File: config.mk
export PLATFORM = sky130hd
export DESIGN_NAME = fsbt_ctrl
export DESIGN_NICKNAME = d
export VERILOG_FILES = /design/src/rtl/fsbt_pkg.sv /design/src/rtl/fsbt_ctrl.sv
export SDC_FILE = /design/constraint.sdc
export NUM_CORES = 1
export LEC_CHECK = 0
export ABC_AREA = 0
export BUFFER_PORTS_ARGS = -buffer_cell sky130_fd_sc_hd__buf_4
export CAP_MARGIN = 20
export CORE_AREA = 8 8 45 47
export CTS_CLUSTER_DIAMETER = 120
export CTS_CLUSTER_SIZE = 24
export DETAILED_ROUTE_END_ITERATION = 10
export DIE_AREA = 0 0 53 55
export MAX_ROUTING_LAYER = met4
export SYNTH_ARGS = -nofsm -noshare
export SYNTH_HDL_FRONTEND = slang
export SYNTH_SLANG_ARGS = --single-unit
export TNS_END_PERCENT = 10
File: constraint.sdc
create_clock -name clk -period 3 [get_ports clk]
set_input_delay 0.3 -clock clk [delete_from_list [all_inputs] [get_ports clk]]
set_output_delay 0.3 -clock clk [all_outputs]
set_load 0.01 [all_outputs]
File: src/rtl/fsbt_pkg.sv
// Shared types and codes of the free space block table.
`timescale 1ns / 1ps
package fsbt_pkg;

    localparam logic [2:0] OP_BEGIN    = 3'd0;
    localparam logic [2:0] OP_APPEND   = 3'd1;
    localparam logic [2:0] OP_REQUEST  = 3'd2;
    localparam logic [2:0] OP_SET      = 3'd3;
    localparam logic [2:0] OP_TAKE     = 3'd4;
    localparam logic [2:0] OP_TRUNCATE = 3'd5;

    localparam logic [1:0] ST_OK        = 2'd0;
    localparam logic [1:0] ST_EXTEND    = 2'd1;
    localparam logic [1:0] ST_TOO_LARGE = 2'd2;
    localparam logic [1:0] ST_NOT_FOUND = 2'd3;

    localparam logic [7:0] MISS_SAT = 8'd255;

    typedef struct packed {
        logic [31:0] block;
        logic [15:0] free;
        logic [7:0]  misses;
        logic [15:0] spare;
        logic        live;
    } entry_t;

    typedef struct packed {
        logic load;
        logic init;
        logic rd;
        logic ev;
        logic fin;
    } cmd_t;

    typedef struct packed {
        logic scan;
        logic scan_end;
        logic hit;
        logic out_free;
    } stat_t;

endpackage

File: src/rtl/fsbt_ctrl.sv
// Controller state machine of the free space block table.
`timescale 1ns / 1ps
module fsbt_ctrl (
    input  logic            clk,
    input  logic            rst_n,
    input  logic            in_valid,
    output logic            in_ready,
    input  fsbt_pkg::stat_t st,
    output fsbt_pkg::cmd_t  cmd
);

    localparam logic [2:0] S_IDLE = 3'd0;
    localparam logic [2:0] S_INIT = 3'd1;
    localparam logic [2:0] S_RD   = 3'd2;
    localparam logic [2:0] S_EV   = 3'd3;
    localparam logic [2:0] S_FIN  = 3'd4;

    logic [2:0] state_reg, state_next;

    always_comb
    begin
        state_next = state_reg;
        cmd = '0;
        in_ready = 1'b0;
        case (state_reg)
            S_IDLE:
            begin
                in_ready = 1'b1;
                if (in_valid)
                begin
                    cmd.load = 1'b1;
                    state_next = S_INIT;
                end
            end
            S_INIT:
            begin
                cmd.init = 1'b1;
                state_next = st.scan ? S_RD : S_FIN;
            end
            S_RD:
            begin
                if (st.scan_end)
                begin
                    state_next = S_FIN;
                end
                else
                begin
                    cmd.rd = 1'b1;
                    state_next = S_EV;
                end
            end
            S_EV:
            begin
                cmd.ev = 1'b1;
                state_next = st.hit ? S_FIN : S_RD;
            end
            S_FIN:
            begin
                if (st.out_free)
                begin
                    cmd.fin = 1'b1;
                    state_next = S_IDLE;
                end
            end
            default:
            begin
                state_next = S_IDLE;
            end
        endcase
    end

    always_ff @(posedge clk or negedge rst_n)
    begin
        if (!rst_n)
        begin
            state_reg <= S_IDLE;
        end
        else
        begin
            state_reg <= state_next;
        end
    end

endmodule

==> summary.md <==
| Metric | Value |
|---|---|
| Post-DR vias/cell | a little over 4 |
| Seq cells post-synth | 3 |
| Cell Rows | 14 |
| # setup viols final | 0 |
| Main area contributors after synthesis | dfrtp_1 (31%), nand2b_4 (12%), buf_6 (9.4%) |
| Status | completed |
| R2R setup slack | 1.91 ns |
| Fillers | approximately 150 |
| Initial antenna violation count | 0 |
| Root Buffer Master | clkbuf_4 |
| Aggregate routed wire length | 618 µm |
| Final worst slack | about 1.5 ns |
| Yosys warns | 0 |
| Vias in the first global route | about 260 |
| CTS tree | built |
| Min Tclk post-route | 1.53 ns |
| Hold/Removal Path Class | primary input to register |
| Pre-CTS setup slack | ~1.7 ns |
| Clock sink count | 3 |
| Max Clk Rate | 656 MHz |
| Final Power | approximately 330 µW |
| CP peak stage delay | between 0.4 and 0.5 ns |
| Core ar. | roughly 1400 µm² |
| Placer congestion estimate | around 0.70 |
| Skew-Pair Late Insertion Delay | approximately 0.23 ns |
| # port buffers | 12 |
| Max reg flops | 3 |
| Clk_skew | approximately 0.00023 ns |
| Leakage | 0.000176 µW |
| Die width | 53 µm |
| Area grow syn2layout | 49.7% |
| Initial detailed-routing violation count | 1 |
| Crit-path cells | nand2b_4 > nor3_1 > buf_4 |
| Yosys top cell by area | dfrtp_1 |
| Wirelength per Cell | approximately 11 µm |
| Via count | between 200 and 250 |
| Worst-margin pin slew | roughly 0.35 ns |
| Gr ovfl total | 0 |
| Cells after Synth | 26 |
| Clock buffer depth | 2 |
| Die area | slightly below 3000 µm² |
| Yosys cell types | 16 |
| CP Launch Type | register |
| Final Cycle Share | between 50% and 60% |
| Final hold vios | 0 |
| Critical path data required time | approximately 2.7 ns |
| Max-Cap Viols | 0 |
| Ant diodes | 0 |
| Top-area cell type share of the netlist area | between 30% and 40% |
| Total GRT Usage | under 10% |
| Setup TNS | 0 ns |
| Die H | 55 µm |
| Seq/Total Area, Yosys | 31.4% |
| Slowest stage cell on the critical path | dfrtp_1 |
| CP Class | register to output pin |
| Power Density | 919 nW/µm² |
| Crit. End Element | output pin |
| Starting Density | between 10% and 20% |
| Slew margin rel. | between 70% and 80% |
| Final ANT Viol Nets | 0 |
| Htree depth | 1 |
| Clk slew on worst S/H paths | roughly 0.04 ns |
| Data arrival, critical path | 1.23 ns |
| Pins Over Slew Limit | 0 |
| Ports | 13 |
| Drt first pass iters | 2 |
| TritonCTS buffer count | 3 |
| First-pass GRT wire length | about 1000 µm |
| Pin count of the biggest net entering global routing | 10 |
| Peak supply drop | approximately 0.29 mV |
| DP Wirelength | 487 µm |
| Syn nets | 33 |
| Mapped Avg Cell Area | 9.19 µm² |
| RSZ-0062 raised after global routing | no |
| Fin nets | 48 |
| Worst-path maximum fanout | 9 |
| Layout cell share with drive strength beyond 1 | 47.5% |
| DRC Markers | 0 |
| Mapped Area | 239 µm² |
-- cell usage after synthesis, drive strengths merged --
| library cell | instances |
|---|---|
| a31oi | 1 |
| nor3 | 4 |
| a21oi | 1 |
| nor2 | 1 |
| and3 | 1 |
| a211oi | 1 |
| mux2i | 1 |
| buf | 3 |
| dfrtp | 3 |
| o22ai | 1 |
| o21a | 1 |
| nand2b | 2 |
| inv | 3 |
| nand2 | 2 |
| nor3b | 1 |
-- placed cells by master, fill, tap and decap left out --
cell type	count
a211oi_2	1
a21oi_1	1
a31oi_1	1
and3_1	1
buf_4	12
clkbuf_1	1
clkbuf_4	3
dfrtp_1	3
dlygate4sd3_1	1
inv_1	3
mux2i_1	1
nand2_1	2
nand2b_4	2
nor2_1	1
nor3_1	4
nor3b_2	1
o21a_1	1
o22ai_1	1
-- area by class of cell --
| type | instances | area [µm²] | share of cell area [%] |
|---|---|---|---|
| clock buffer | 4 | 26.3 | 7.34 |
| inverter | 3 | 11.3 | 3.15 |
| multi-input combinational | 17 | 125 | 35.0 |
| sequential | 3 | 75.1 | 21.0 |
| tap | 16 | 20.0 | 5.59 |
| timing repair buffer | 13 | 100 | 28.0 |
-- layer usage --
layer,up-vias,GRT usage [%],share of wire (%),wire (µm)
li1,117,-,-,-
met1,104,5.50,46,287
met2,9,6.45,47,291
met3,0,2.94,6.3,39
met4,0,6.47,0,0
met5,-,-,0,0
-- kinds of logic after synthesis --
group / share of synthesized area (%)
multiplexers: 4.19
flip-flops: 31.4
buffers and inverters: 16.2
AO/OA/AOI/OAI: 15.7
AND/OR/NAND/NOR: 32.5
-- per-stage QoR --
stage	cell area, µm²	hold WS [ns]	cells	util [%]
CTS	358	0.360	56	25.9
global placement	322	0.0900	51	23.2
detailed placement	322	0.0891	51	23.2
floorplan	239	0.00441	26	-
global route	358	0.365	56	25.9
finish	358	0.363	56	25.9
-- path summary, 6_finish.rpt --
kind	startpoint	depth (start not counted)	endpoint
max in group asynchronous	rst_n	2	state_reg[2]
worst max register to register	state_reg[1]	2	state_reg[2]
min in group asynchronous	rst_n	2	state_reg[1]
worst min register to register	state_reg[2]	1	state_reg[0]
worst min-delay path	in_valid	3	state_reg[0]
worst max-delay path	state_reg[1]	3	cmd[4]
-- timing repair --
item,in CTS,in global routing
resized for setup,0,0
hold endpoints to repair,3,0
hold buffers,1,0
setup buffers,0,0
-- where the power goes --
group	switching (µW)	internal, µW
clock	19.6	49.8
combinational	67.3	87.5
sequential	45.7	58.9
total	133	196
-- worst max-delay path, delay by kind of cell, from the launching register on --
| family | cells | cell delay, ns |
|---|---|---|
| buffers and inverters | 1 | 0.15 |
| DFF | 1 | 0.49 |
| and+or+nand+nor | 2 | 0.35 |
No activity file was read; power rests on OpenSTA's default activity.
